===== src/design/lpd_pkg.sv =====
// ---------------------------------------------------------------------------
// lpd_pkg: shared definitions for the length-prefixed deframer
// Constants, result codes and the result record used by the core, the
// output queue and the output channel.
// ---------------------------------------------------------------------------
package lpd_pkg;

  // Receive buffer size the length header is checked against.
  localparam int BUFFER_BYTES = 4096;
  // Header is one 32-bit little-endian signed word.
  localparam int HEADER_BYTES = 4;
  // A good length is strictly below this.
  localparam int MAX_LEN      = BUFFER_BYTES - HEADER_BYTES;
  // Width of the remaining-body counter: holds any good length.
  localparam int REM_W        = $clog2(MAX_LEN);

  typedef enum logic [1:0] {
    KIND_BODY       = 2'd0,
    KIND_BAD_LENGTH = 2'd1,
    KIND_LINK_ERROR = 2'd2
  } kind_t;

  typedef struct packed {
    kind_t      kind;
    logic [7:0] body_byte;
    logic       last_of_packet;
  } result_t;

endpackage


===== src/design/lpd_in_if.sv =====
// ---------------------------------------------------------------------------
// lpd_in_if: received byte channel
// Valid/ready channel carrying one stream byte or a link error flag.
// ---------------------------------------------------------------------------
interface lpd_in_if;
  logic       valid;
  logic       ready;
  logic [7:0] data_byte;
  logic       link_error;

  modport source (output valid, output data_byte, output link_error, input ready);
  modport sink   (input valid, input data_byte, input link_error, output ready);
endinterface


===== src/design/lpd_out_if.sv =====
// ---------------------------------------------------------------------------
// lpd_out_if: deframed result channel
// Valid/ready channel carrying body bytes and close events.
// ---------------------------------------------------------------------------
interface lpd_out_if;
  logic            valid;
  logic            ready;
  lpd_pkg::kind_t  kind;
  logic [7:0]      body_byte;
  logic            last_of_packet;

  modport source (output valid, output kind, output body_byte, output last_of_packet,
                  input ready);
  modport sink   (input valid, input kind, input body_byte, input last_of_packet,
                  output ready);
endinterface


===== src/design/lpd_core.sv =====
// ---------------------------------------------------------------------------
// lpd_core: input register, framing state and per-byte decision
// Registers the incoming transaction, then updates header/body state and
// emits at most one result per byte into the output queue.
// ---------------------------------------------------------------------------
module lpd_core (
  input  logic             clk,
  input  logic             rst,
  input  logic             in_valid,
  output logic             in_ready,
  input  logic [7:0]       data_byte,
  input  logic             link_error,
  input  logic             space,
  output logic             push,
  output lpd_pkg::result_t res
);

  typedef enum logic [1:0] {
    PH_HEADER = 2'd0,
    PH_BODY   = 2'd1,
    PH_CLOSED = 2'd2
  } phase_t;

  phase_t                    phase, phase_next;
  logic [1:0]                header_count, header_count_next;
  logic [23:0]               length_accum, length_accum_next;
  logic [lpd_pkg::REM_W-1:0] body_remaining, body_remaining_next;

  logic       in_v;
  logic [7:0] in_data;
  logic       in_err;

  logic        has_res;
  logic        advance;
  logic        bad_len;
  logic        last;
  logic [31:0] length;

  assign length  = {in_data, length_accum};
  assign bad_len = (length == 32'd0) || length[31] ||
                   (length >= 32'(lpd_pkg::MAX_LEN));
  assign last    = (body_remaining <= lpd_pkg::REM_W'(1));

  always_comb begin
    phase_next          = phase;
    header_count_next   = header_count;
    length_accum_next   = length_accum;
    body_remaining_next = body_remaining;
    has_res             = 1'b0;
    res                 = '{kind: lpd_pkg::KIND_BODY, body_byte: 8'h00, last_of_packet: 1'b0};
    case (phase)
      PH_HEADER: begin
        if (in_err) begin
          phase_next = PH_CLOSED;
          has_res    = 1'b1;
          res.kind   = lpd_pkg::KIND_LINK_ERROR;
        end else if (header_count == 2'd3) begin
          header_count_next = 2'd0;
          if (bad_len) begin
            phase_next = PH_CLOSED;
            has_res    = 1'b1;
            res.kind   = lpd_pkg::KIND_BAD_LENGTH;
          end else begin
            body_remaining_next = length[lpd_pkg::REM_W-1:0];
            length_accum_next   = 24'd0;
            phase_next          = PH_BODY;
          end
        end else begin
          header_count_next = header_count + 2'd1;
          case (header_count)
            2'd0:    length_accum_next[7:0]   = in_data;
            2'd1:    length_accum_next[15:8]  = in_data;
            default: length_accum_next[23:16] = in_data;
          endcase
        end
      end
      PH_BODY: begin
        if (in_err) begin
          phase_next = PH_CLOSED;
          has_res    = 1'b1;
          res.kind   = lpd_pkg::KIND_LINK_ERROR;
        end else begin
          has_res            = 1'b1;
          res.body_byte      = in_data;
          res.last_of_packet = last;
          if (last) begin
            body_remaining_next = '0;
            length_accum_next   = 24'd0;
            header_count_next   = 2'd0;
            phase_next          = PH_HEADER;
          end else begin
            body_remaining_next = body_remaining - lpd_pkg::REM_W'(1);
          end
        end
      end
      default: begin
        // closed (or unused code): swallow everything
      end
    endcase
  end

  assign advance  = in_v && (!has_res || space);
  // not ready while in reset, so nothing is taken and dropped
  assign in_ready = !rst && (!in_v || advance);
  assign push     = advance && has_res;

  always_ff @(posedge clk) begin
    if (rst) begin
      in_v           <= 1'b0;
      phase          <= PH_HEADER;
      header_count   <= 2'd0;
      length_accum   <= 24'd0;
      body_remaining <= '0;
    end else begin
      if (in_ready) begin
        in_v <= in_valid;
      end
      if (advance) begin
        phase          <= phase_next;
        header_count   <= header_count_next;
        length_accum   <= length_accum_next;
        body_remaining <= body_remaining_next;
      end
    end
  end

  always_ff @(posedge clk) begin
    if (in_ready) begin
      in_data <= data_byte;
      in_err  <= link_error;
    end
  end

endmodule


===== src/design/lpd_out_fifo.sv =====
// ---------------------------------------------------------------------------
// lpd_out_fifo: two-entry result queue
// Holds results so the sink can stall without the stall reaching the
// input side combinationally.
// ---------------------------------------------------------------------------
module lpd_out_fifo (
  input  logic             clk,
  input  logic             rst,
  input  logic             push,
  input  lpd_pkg::result_t din,
  output logic             space,
  output logic             out_valid,
  input  logic             out_ready,
  output lpd_pkg::result_t dout
);

  lpd_pkg::result_t slot [2];
  logic             wr_ptr;
  logic             rd_ptr;
  logic [1:0]       count;
  logic             pop;

  assign space     = (count != 2'd2);
  assign out_valid = (count != 2'd0);
  assign pop       = out_valid && out_ready;
  assign dout      = slot[rd_ptr];

  always_ff @(posedge clk) begin
    if (rst) begin
      wr_ptr <= 1'b0;
      rd_ptr <= 1'b0;
      count  <= 2'd0;
    end else begin
      if (push) begin
        wr_ptr <= !wr_ptr;
      end
      if (pop) begin
        rd_ptr <= !rd_ptr;
      end
      case ({push, pop})
        2'b10:   count <= count + 2'd1;
        2'b01:   count <= count - 2'd1;
        default: count <= count;
      endcase
    end
  end

  always_ff @(posedge clk) begin
    if (push) begin
      slot[wr_ptr] <= din;
    end
  end

endmodule


===== src/design/length_prefixed_deframer.sv =====
// ---------------------------------------------------------------------------
// length_prefixed_deframer: byte stream to packet body deframer
// Gathers a 4-byte little-endian signed length header, passes that many
// body bytes through with the last one marked, and closes on a bad length
// or a link error.
// ---------------------------------------------------------------------------
//
//  channel | dir | payload                                  | handshake
//  --------+-----+------------------------------------------+------------
//  rx      | in  | data_byte[7:0], link_error               | valid/ready
//  pkt     | out | kind[1:0], body_byte[7:0], last_of_packet| valid/ready
//
//  One transaction per cycle sustained while pkt does not stall; a result passes
//  through the input register and then the queue before it shows on pkt.
//  Header bytes and a good length give no result; every body byte gives one.
//  rst is synchronous: header phase, queue empty, rx held not ready.
//  A stall on pkt fills the two-entry queue; rx.ready drops once it is full
//  and the registered byte has a result to place. After a close rx is drained.
// ---------------------------------------------------------------------------
module length_prefixed_deframer (
  input  logic      clk,
  input  logic      rst,
  lpd_in_if.sink    rx,
  lpd_out_if.source pkt
);

  logic             space;
  logic             push;
  lpd_pkg::result_t res;
  lpd_pkg::result_t head;

  // Input register plus framing state; decides one result per byte.
  lpd_core u_core (
    .clk        (clk),
    .rst        (rst),
    .in_valid   (rx.valid),
    .in_ready   (rx.ready),
    .data_byte  (rx.data_byte),
    .link_error (rx.link_error),
    .space      (space),
    .push       (push),
    .res        (res)
  );

  // Result queue; its registered "space" decouples pkt.ready from rx.ready.
  lpd_out_fifo u_fifo (
    .clk       (clk),
    .rst       (rst),
    .push      (push),
    .din       (res),
    .space     (space),
    .out_valid (pkt.valid),
    .out_ready (pkt.ready),
    .dout      (head)
  );

  assign pkt.kind           = head.kind;
  assign pkt.body_byte      = head.body_byte;
  assign pkt.last_of_packet = head.last_of_packet;

endmodule


===== src/flat_wrapper.sv =====
// flat-port wrapper written by rule: the top's interface ports become plain ports
module length_prefixed_deframer_flat 
  (clk, rst, rx_valid, rx_data_byte, rx_link_error, rx_ready, pkt_valid, pkt_kind, pkt_body_byte, pkt_last_of_packet, pkt_ready);
  lpd_in_if rx_i ();
  lpd_out_if pkt_i ();
  input  logic clk;
  input  logic rst;
  input wire logic [$bits(rx_i.valid)-1:0] rx_valid;
  input wire logic [$bits(rx_i.data_byte)-1:0] rx_data_byte;
  input wire logic [$bits(rx_i.link_error)-1:0] rx_link_error;
  output wire logic [$bits(rx_i.ready)-1:0] rx_ready;
  output wire logic [$bits(pkt_i.valid)-1:0] pkt_valid;
  output wire logic [$bits(pkt_i.kind)-1:0] pkt_kind;
  output wire logic [$bits(pkt_i.body_byte)-1:0] pkt_body_byte;
  output wire logic [$bits(pkt_i.last_of_packet)-1:0] pkt_last_of_packet;
  input wire logic [$bits(pkt_i.ready)-1:0] pkt_ready;
  assign rx_i.valid = rx_valid;
  assign rx_i.data_byte = rx_data_byte;
  assign rx_i.link_error = rx_link_error;
  assign rx_ready = rx_i.ready;
  assign pkt_valid = pkt_i.valid;
  assign pkt_kind = pkt_i.kind;
  assign pkt_body_byte = pkt_i.body_byte;
  assign pkt_last_of_packet = pkt_i.last_of_packet;
  assign pkt_i.ready = pkt_ready;
  length_prefixed_deframer u_core (.clk(clk), .rst(rst), .rx(rx_i), .pkt(pkt_i));
endmodule

===== config.mk =====
export PLATFORM = sky130hd
export DESIGN_NAME = length_prefixed_deframer_flat
export DESIGN_NICKNAME = d
export VERILOG_FILES = /design/src/design/lpd_pkg.sv /design/src/design/lpd_in_if.sv /design/src/design/lpd_out_if.sv /design/src/design/lpd_core.sv /design/src/design/lpd_out_fifo.sv /design/src/design/length_prefixed_deframer.sv /design/src/flat_wrapper.sv
export SDC_FILE = /design/constraint.sdc
export NUM_CORES = 1
export LEC_CHECK = 0
export BUFFER_PORTS_ARGS = -buffer_cell sky130_fd_sc_hd__buf_2
export CORE_UTILIZATION = 65
export DETAILED_ROUTE_END_ITERATION = 8
export PLACE_DENSITY = 0.88
export SLEW_MARGIN = 10
export SYNTH_ARGS = -nofsm -noshare
export SYNTH_HDL_FRONTEND = slang
export SYNTH_SLANG_ARGS = --single-unit

===== constraint.sdc =====
create_clock -name clk -period 5.1 [get_ports clk]
set_input_delay 0.255 -clock clk [delete_from_list [all_inputs] [get_ports clk]]
set_output_delay 0.255 -clock clk [all_outputs]
set_load 0.01 [all_outputs]

==> flow_summary.toml, run 1 <==
[status]
outcome = "finished, final reports clean"

[worst_setup_path]
critPathMaxStageDelay_ns = 0.98
path_delay_family = "compound AO/OA/AOI/OAI gates"
cp.required_ns = 4.85
slowest_stage = "a31oi_1"
endpoint_kind = "primary output"
crit_fanout = 10
path_cells = "nor4_2 -> nand3_2 -> o41ai_1 -> nand2b_1 -> a31oi_1 -> buf_2"
path_depth = 6
cp.arrival_ns = 3.27
r2r_cells = 5
cp-start-kind = "flop"
r2r_start = "u_core.u_core.in_data[2]"
critPathKind = "flop to primary output"
cp_num_buf_inv = 1
startpoint = "u_core.u_core.in_data[2]"

[synth]
yosysMostFrequentCell = "nand2_1"
syn_nets = 393
syn_area_per_cell_um2 = 10.0
yosysTopAreaCellShare_pct = 24.8
syn-instance-count = 374
netlist_area_um2 = 3760
synth.distinct_cells = 57
synth_area_leaders = "edfxtp_1 (25%), dfxtp_1 (25%), nand2_1 (6.2%)"
synth_commonest_cells = "nand2_1 (62), dfxtp_1 (46), edfxtp_1 (31)"
yosysTopAreaCell = "edfxtp_1"
synth-edff-count = 31
yosysWarnings = 0
synth-main-ff-cell = "dfxtp_1"
seq_area_frac_synth_pct = 49.3
synth_seq_cells = 77
async_flop_share_pct = 0

[power]
switching_power_uw = 330
pwr_density_cell_nw_per_um2 = 311
leakage_nw = 1.44
ir_drop_v = 0.000232
seq_power_share_pct = 54.0
p_sw_share_pct = 26.0
intPower_uw = 941
p_comb_share_pct = 10.6
p_clk_share_pct = 35.5

[floorplanning]
die_h_um = 78.0
dieWidth_um = 78.0
io_pins = 26
start_util_pct = 67.8
die_area_um2 = 6090
rows = 27
core_um2 = 5540

[clock_tree]
clock_latency_ns = 0.35
cts_resized = 0
cts.sinks = 77
clk_pin_slew_worst_paths_ns = 0.08
cts_setup_buffers = 0
cts_root_buf = "clkbuf_8"
clockBufferDepth = 2
cts_htree_levels = 3
cts_buffers = 9
hold_buffers = 0
cts_tree = "done"

[timing]
finalCritPeriodShare_pct = 69.1
max_freq_mhz = 284
relSlewSlack_pct = 19.2
grt_setup_unrepaired = "no"
tightest_slew_ns = 1.21
fin_tns_setup_ns = 0
fin_skew_ns = 0.00495
drv_slew = 0
period_needed_ns = 3.52
fin_ws_ns = 1.58
finalSetupViolations = 0
hold_viol = 0

[detailed_routing]
antenna_left = 0
dr_total_vias = 3115
dr.pass1.iters = 5
wirelength_um = 8950
via_per_inst = 6.66
avgRoutedWirePerCell_um = 19.1
drc_errors = 0
drt_iter0_markers = 334

[flow_run]
maxCapViolations = 0

[cells_and_area]
area_delta_synth_final_pct = 8.73
nFillCells = 411
drive_above_1_share_pct = 18.7
ff_latch_area_um2 = 1850
multi_input_area_um2 = 1790
nets = 410
final_cell_area_um2 = 4080
stdcell_count = 468
diodes = 0

[worst_hold_path]
holdPathStages = 1
worstHoldStart = "rx_data_byte[3]"
hp-class = "primary input to flop"

[global_route]
grt_pass1_wl_um = 14400
grt_pass1_vias = 2975
overflow = 0
grt_usage_pct = 31.2
antenna_found_initial = 0
grt_max_degree = 33

[place]
placement.io_buffers = 25
place_area_um2 = 3890
place.gp.congestion = 0.926
post-place-ws_ns = 1.97
dp.cells = 452
hpwl_um = 6200
## power groups by stage
stage                     clock (mW)  combinational, mW  sequential [mW]
final                          0.451              0.134            0.686
after global routing           0.481              0.145            0.689
after CTS                      0.455              0.133            0.686
after detailed placement           0              0.132            0.700
after global placement             0              0.125            0.697
after floorplan                    0              0.104            0.686
## routing by layer
layer | part of all wire [%] | GRT usage, %
met1 | 41 | 39.6
met2 | 48 | 51.0
met3 | 7.6 | 6.28
met4 | 3.3 | 15.7
met5 | 0 | 0
## registers in the layout, indices dropped and copies added, names as in the netlist, 2 cells and up, named ones only
register,count
u_core.u_core.body_remaining,12
u_core.u_core.header_count,2
u_core.u_core.in_data,8
u_core.u_core.length_accum,24
u_core.u_core.phase,2
u_core.u_fifo.count,2
u_core.u_fifo.slot,22
## cells in the final DEF, fill, tap and decap left out, types with 6 or more instances in the layout
master and instances:
a21oi_1 6, o21ai_0 6, inv_1 7, ha_1 6
nand2_1 62, o21ai_1 25, buf_2 25, nand3_1 6
o31ai_1 6, dfxtp_1 46, clkbuf_8 9, edfxtp_1 31
a211oi_1 13, nor4_1 8, and2_1 9, nor2_1 19
mux2_2 11, nor3_1 7
## worst reg2reg max path, stage by stage (launching register included)
cell	delay (ns)
edfxtp_1	0.47
nor4_2	0.36
nand3_2	0.21
o41ai_1	0.44
nand2b_1	0.16
a31oi_1	0.98
## worst paths after layout
path | slack (ns) | endpoint
max | 1.58 | rx_ready
min reg2reg | 0.46 | u_core.u_core.length_accum[19]
min | 0.08 | u_core.u_core.in_data[3]
max reg2reg | 2.09 | u_core.u_core.in_data[2]
## cells by family (layout without fill, tap and decap cells)
family	count (synthesis)	count (layout)	share of synthesized area (%)
buffers and inverters	27	49	2.96
multiplexers	15	15	4.36
AND/OR/NAND/NOR	149	149	21.5
adder cells (fa/ha/maj)	6	6	2.00
flip-flops	77	77	49.3
AO/OA/AOI/OAI	94	94	18.5
XOR/XNOR	6	6	1.40
## metrics by stage
step	total power [mW]	util (%)	hold WS (ns)
after floorplan	0.791	-	0.354
after global placement	0.822	70.3	0.436
after detailed placement	0.832	70.3	0.434
after CTS	1.27	73.7	0.0680
after global routing	1.32	73.7	0.0666
final	1.27	73.7	0.0775
## cell type report
type                            instances  area share, %
Clock buffer                           10           3.12
Timing Repair Buffer                   26           3.25
Tap cell                               72           2.21
Inverter                                7          0.643
Clock inverter                          6           1.53
Sequential cell                        77           45.3
Multi-Input combinational cell        270           43.9
(Power assumes the default switching activity.)
==> run 2: changes to the inputs <==
--- a/config.mk
+++ b/config.mk
@@ -6,9 +6,9 @@
 export NUM_CORES = 1
 export LEC_CHECK = 0
 export BUFFER_PORTS_ARGS = -buffer_cell sky130_fd_sc_hd__buf_2
-export CORE_UTILIZATION = 65
+export CORE_UTILIZATION = 54
 export DETAILED_ROUTE_END_ITERATION = 8
-export PLACE_DENSITY = 0.88
+export PLACE_DENSITY = 0.78
 export SLEW_MARGIN = 10
 export SYNTH_ARGS = -nofsm -noshare
 export SYNTH_HDL_FRONTEND = slang
==> constraint.sdc (replaced) <==
create_clock -name clk -period 3.23 [get_ports clk]
set_input_delay 0.1615 -clock clk [delete_from_list [all_inputs] [get_ports clk]]
set_output_delay 0.1615 -clock clk [all_outputs]
set_load 0.01 [all_outputs]
==> flow_summary.toml, run 2 (synthesis gave the netlist of run 1 again) <==
[status]
outcome = "finished, final reports clean"

[place]
post-place-ws_ns = 0.657
place.gp.congestion = 0.882
hpwl_um = 5780
place_area_um2 = 3950
placement.io_buffers = 25
dp.cells = 466

[detailed_routing]
wirelength_um = 8440
dr.pass1.iters = 5
drc_errors = 0
avgRoutedWirePerCell_um = 17.2
antenna_left = 0
dr_total_vias = 3063
via_per_inst = 6.24
drt_iter0_markers = 273

[floorplanning]
die_h_um = 85.4
core_um2 = 6760
rows = 30
start_util_pct = 55.6
io_pins = 26
dieWidth_um = 85.4
die_area_um2 = 7290

[worst_setup_path]
cp.required_ns = 3.07
critPathKind = "flop to primary output"
endpoint_kind = "primary output"
cp-start-kind = "flop"
cp.arrival_ns = 2.64
crit_fanout = 9

[global_route]
grtUsageMet3_pct = 5.25
antenna_found_initial = 0
grtUsageMet1_pct = 31.8
grt_pass1_wl_um = 13800
grt_usage_pct = 24.9
overflow = 0
busiest_layer = "met2"
grt_max_degree = 32
grt_pass1_vias = 2893
grt.met2_usage_pct = 41.0

[power]
switching_power_uw = 536
seq_power_share_pct = 53.0
p_comb_share_pct = 10.7
leakage_nw = 1.51
ir_drop_v = 0.000222
p_sw_share_pct = 26.3
pwr_density_cell_nw_per_um2 = 481
p_clk_share_pct = 36.2
p_total_mw = 2.04
intPower_mw = 1.50

[cells_and_area]
stdcell_count = 491
reg_top3 = "u_core.u_core.length_accum: 24 flops, u_core.u_fifo.slot: 22 flops, u_core.u_core.body_remaining: 12 flops"
nets = 425
regMostFlops = "u_core.u_core.length_accum"
final_common_cell = "nand2_1"
final_cell_mix = "nand2_1 (62), dfxtp_1 (46), edfxtp_1 (31)"
drive_above_1_share_pct = 19.5
nFillCells = 553
largest_reg_flops = 24
diodes = 0
final_cell_area_um2 = 4240
area_delta_synth_final_pct = 12.8
post-route-util_pct = 62.7

[timing]
hold_viol = 0
tightest_slew_ns = 0.951
finalSetupViolations = 0
period_needed_ns = 2.80
max_freq_mhz = 357
fin_skew_ns = 0.00658
fin_ws_ns = 0.425
grt_setup_unrepaired = "no"
finalCritPeriodShare_pct = 86.8
fin_tns_setup_ns = 0
holdWs_ns = 0.0430
relSlewSlack_pct = 36.4
drv_slew = 0

[clock_tree]
cts_root_buf = "clkbuf_8"
cts_tree = "done"
cts_resized = 0
clk_pin_slew_worst_paths_ns = 0.08
cts.sinks = 77
cts_buffers = 9
cts_htree_levels = 3
cts_setup_buffers = 0
clockBufferDepth = 2
hold_buffers = 9
clock_latency_ns = 0.36

[flow_run]
maxCapViolations = 0

[worst_hold_path]
hp-class = "primary input to flop"
[run 2: cell count changes in the layout (fill, tap and decap cells not counted), sizes merged]
cell         previous run  this run
dlygate4sd3             0         9
clkinv                  4         2
clkinvlp                0         1
buf                    26        32
inv                     8         9
[run 2: metal layers]
layer / routed length, um / up-vias
met5: 0 / -
met4: 196 / 0
met3: 454 / 22
met2: 4080 / 114
met1: 3710 / 1467
li1: - / 1460
[run 2: power by group through the flow]
stage	combinational (mW)	sequential [mW]	clock, mW
2_1_floorplan	0.164	1.08	0
3_3_place_gp	0.204	1.10	0
3_5_place_dp	0.209	1.10	0
4_1_cts	0.219	1.08	0.745
5_1_grt	0.241	1.09	0.790
6_report	0.219	1.08	0.739
[run 2: worst max-delay path, cell delays in order, from the launching register on]
cell      delay [ns]
edfxtp_1        0.47
nor4_2          0.36
nand3_2         0.19
o41ai_1         0.44
nand2b_1        0.16
a31oi_1         0.25
buf_4           0.24
buf_2           0.16
[run 2: cell type report]
class,instances,area (um2),area share [%]
clock buffer,10,128,3.01
clock inverter,6,71.3,1.68
inverter,7,26.3,0.620
multi-input combinational,270,1790,42.3
sequential,77,1850,43.7
tap,80,100,2.36
timing repair buffer,41,268,6.32
[run 2: path summary, 6_finish.rpt]
path | startpoint | endpoint | slack [ns] | cells past startpoint
worst max register to register | u_core.u_core.in_data[2] | u_core.u_fifo.count[1] | 0.59 | 7
worst max-delay path | u_core.u_core.in_data[2] | rx_ready | 0.43 | 7
worst min register to register | u_core.u_core.length_accum[23] | u_core.u_core.length_accum[23] | 0.46 | 2
worst min-delay path | rx_valid | u_core.u_core.in_v | 0.04 | 2
==> run 3: changes to the inputs <==
--- a/config.mk
+++ b/config.mk
@@ -6,9 +6,9 @@
 export NUM_CORES = 1
 export LEC_CHECK = 0
 export BUFFER_PORTS_ARGS = -buffer_cell sky130_fd_sc_hd__buf_2
-export CORE_UTILIZATION = 54
+export CORE_UTILIZATION = 44
 export DETAILED_ROUTE_END_ITERATION = 8
-export PLACE_DENSITY = 0.78
+export PLACE_DENSITY = 0.67
 export SLEW_MARGIN = 10
 export SYNTH_ARGS = -nofsm -noshare
 export SYNTH_HDL_FRONTEND = slang
==> flow_summary.toml, run 3 (synthesis gave the netlist of run 1 again) <==
[timing]
holdWs_ns = 0.0134
max_freq_mhz = 356
finalCritPeriodShare_pct = 87.1
period_needed_ns = 2.81
fin_skew_ns = 0.0149
fin_tns_setup_ns = 0
relSlewSlack_pct = 39.6
grt_setup_unrepaired = "no"
drv_slew = 0
hold_viol = 0
fin_ws_ns = 0.417
tightest_slew_ns = 0.902
finalSetupViolations = 0

[worst_setup_path]
r2r_cells = 7
r2r_start = "u_core.u_core.length_accum[13]"
crit_fanout = 10
cp.required_ns = 3.07
cp_num_buf_inv = 2
critPathKind = "flop to primary output"
r2r_end = "u_core.u_fifo.count[1]"
path_delay_family = "simple AND/OR/NAND/NOR gates"
critPathMaxStageDelay_ns = 0.55
slowest_stage = "o41ai_1"
cp.arrival_ns = 2.65
worst-r2r-setup-slack_ns = 0.57
endpoint_kind = "primary output"
path_cells = "nor4_1 -> nand2_1 -> o41ai_1 -> nand2b_1 -> a31oi_1 -> buf_4 -> buf_2"
cp-start-kind = "flop"

[flow_run]
maxCapViolations = 0

[worst_hold_path]
hold-path-endpoint = "u_core.u_core.in_v"
worstHoldStart = "rx_valid"
holdPathStages = 2
hp-class = "primary input to flop"

[cells_and_area]
area_delta_synth_final_pct = 14.1
reg_top3 = "u_core.u_core.length_accum: 24 flops, u_core.u_fifo.slot: 22 flops, u_core.u_core.body_remaining: 12 flops"
regMostFlops = "u_core.u_core.length_accum"
final_cell_mix = "nand2_1 (62), dfxtp_1 (46), edfxtp_1 (31)"
nets = 427
final_common_cell = "nand2_1"
drive_above_1_share_pct = 20.1
diodes = 0
largest_reg_flops = 24
post-route-util_pct = 51.9

[detailed_routing]
dr.pass1.iters = 5
wirelength_um = 8550
drt_iter0_markers = 205
dr_total_vias = 3013
antenna_left = 0
avgRoutedWirePerCell_um = 16.5
via_per_inst = 5.82
drc_errors = 0

[clock_tree]
clk_pin_slew_worst_paths_ns = 0.10
clockBufferDepth = 2
cts.sinks = 77
cts_tree = "done"
clock_latency_ns = 0.37
cts_root_buf = "clkbuf_8"
cts_buffers = 9
cts_htree_levels = 3

[power]
switching_power_uw = 576
p_sw_share_pct = 28.5
pwr_density_cell_nw_per_um2 = 471
seq_power_share_pct = 53.6
p_clk_share_pct = 35.5
leakage_nw = 1.52
p_total_mw = 2.02
p_comb_share_pct = 10.9
intPower_mw = 1.44
ir_drop_v = 0.000195

[place]
hpwl_um = 5950
place.gp.congestion = 0.841
placement.io_buffers = 25
post-place-ws_ns = 0.611

[floorplanning]
start_util_pct = 45.5
io_pins = 26
dieWidth_um = 94.4
die_h_um = 94.4
rows = 33
core_um2 = 8260
die_area_um2 = 8910

[global_route]
antenna_found_initial = 0
overflow = 0
grt_pass1_wl_um = 14400
grt_usage_pct = 21.2
grt_max_degree = 32
grt_pass1_vias = 2863

[status]
outcome = "finished, final reports clean"
-- run 3: cell type report --
cell class                 instances  area (um2)
tap                              105         131
timing repair buffer              43         283
clock buffer                       9         124
fill                             763        3970
inverter                           7        26.3
multi-input combinational        270        1790
clock inverter                     7        76.3
sequential                        77        1850
-- run 3: worst register-to-register path: stages (launching register included) --
cell	delay, ns
dfxtp_1	0.33
nor4_1	0.45
nand2_1	0.17
o41a_2	0.53
o21ai_0	0.29
ha_1	0.32
or3_1	0.35
a21oi_1	0.14
-- run 3: per-stage QoR --
stage	instance area (um2)	cells
after global routing	4290	518
final	4290	518
after CTS	4290	518
after global placement	4000	493
after floorplan	3760	374
after detailed placement	4000	493
-- run 3: repair_timing --
| action | in CTS | in global routing |
|---|---|---|
| gates resized for setup | 0 | 0 |
| setup buffers | 0 | 0 |
| hold endpoints to repair | 9 | 0 |
| hold buffers | 9 | 0 |
-- run 3: how the worst max path moves through the flow --
stage / from / to / slack (ns) / cells after the start
2_1_floorplan: u_core.u_core.in_data[2] / u_core.u_core.in_data[0] / 0.75 / 5
3_5_place_dp: u_core.u_core.length_accum[13] / u_core.u_fifo.count[1] / 0.61 / 7
5_1_grt: u_core.u_core.length_accum[14] / rx_ready / 0.22 / 7
6_report: u_core.u_core.length_accum[13] / rx_ready / 0.42 / 7
4_1_cts: u_core.u_core.length_accum[13] / rx_ready / 0.44 / 7
3_3_place_gp: u_core.u_core.length_accum[14] / u_core.u_fifo.count[1] / 0.66 / 7
-- run 3: power by group through the flow --
stage	Clock (mW)	Combinational (mW)	Sequential [mW]
floorplan	0	0.164	1.08
global placement	0	0.207	1.10
detailed placement	0	0.210	1.11
CTS	0.735	0.220	1.08
global route	0.776	0.243	1.09
finish	0.717	0.220	1.08
-- run 3: per-layer routing --
metal | up-vias | track usage, % | wire (um)
met5 | - | 0 | 0
met4 | 0 | 9.49 | 118
met3 | 9 | 4.91 | 534
met2 | 109 | 31.9 | 3880
met1 | 1429 | 28.9 | 4020
li1 | 1466 | - | -
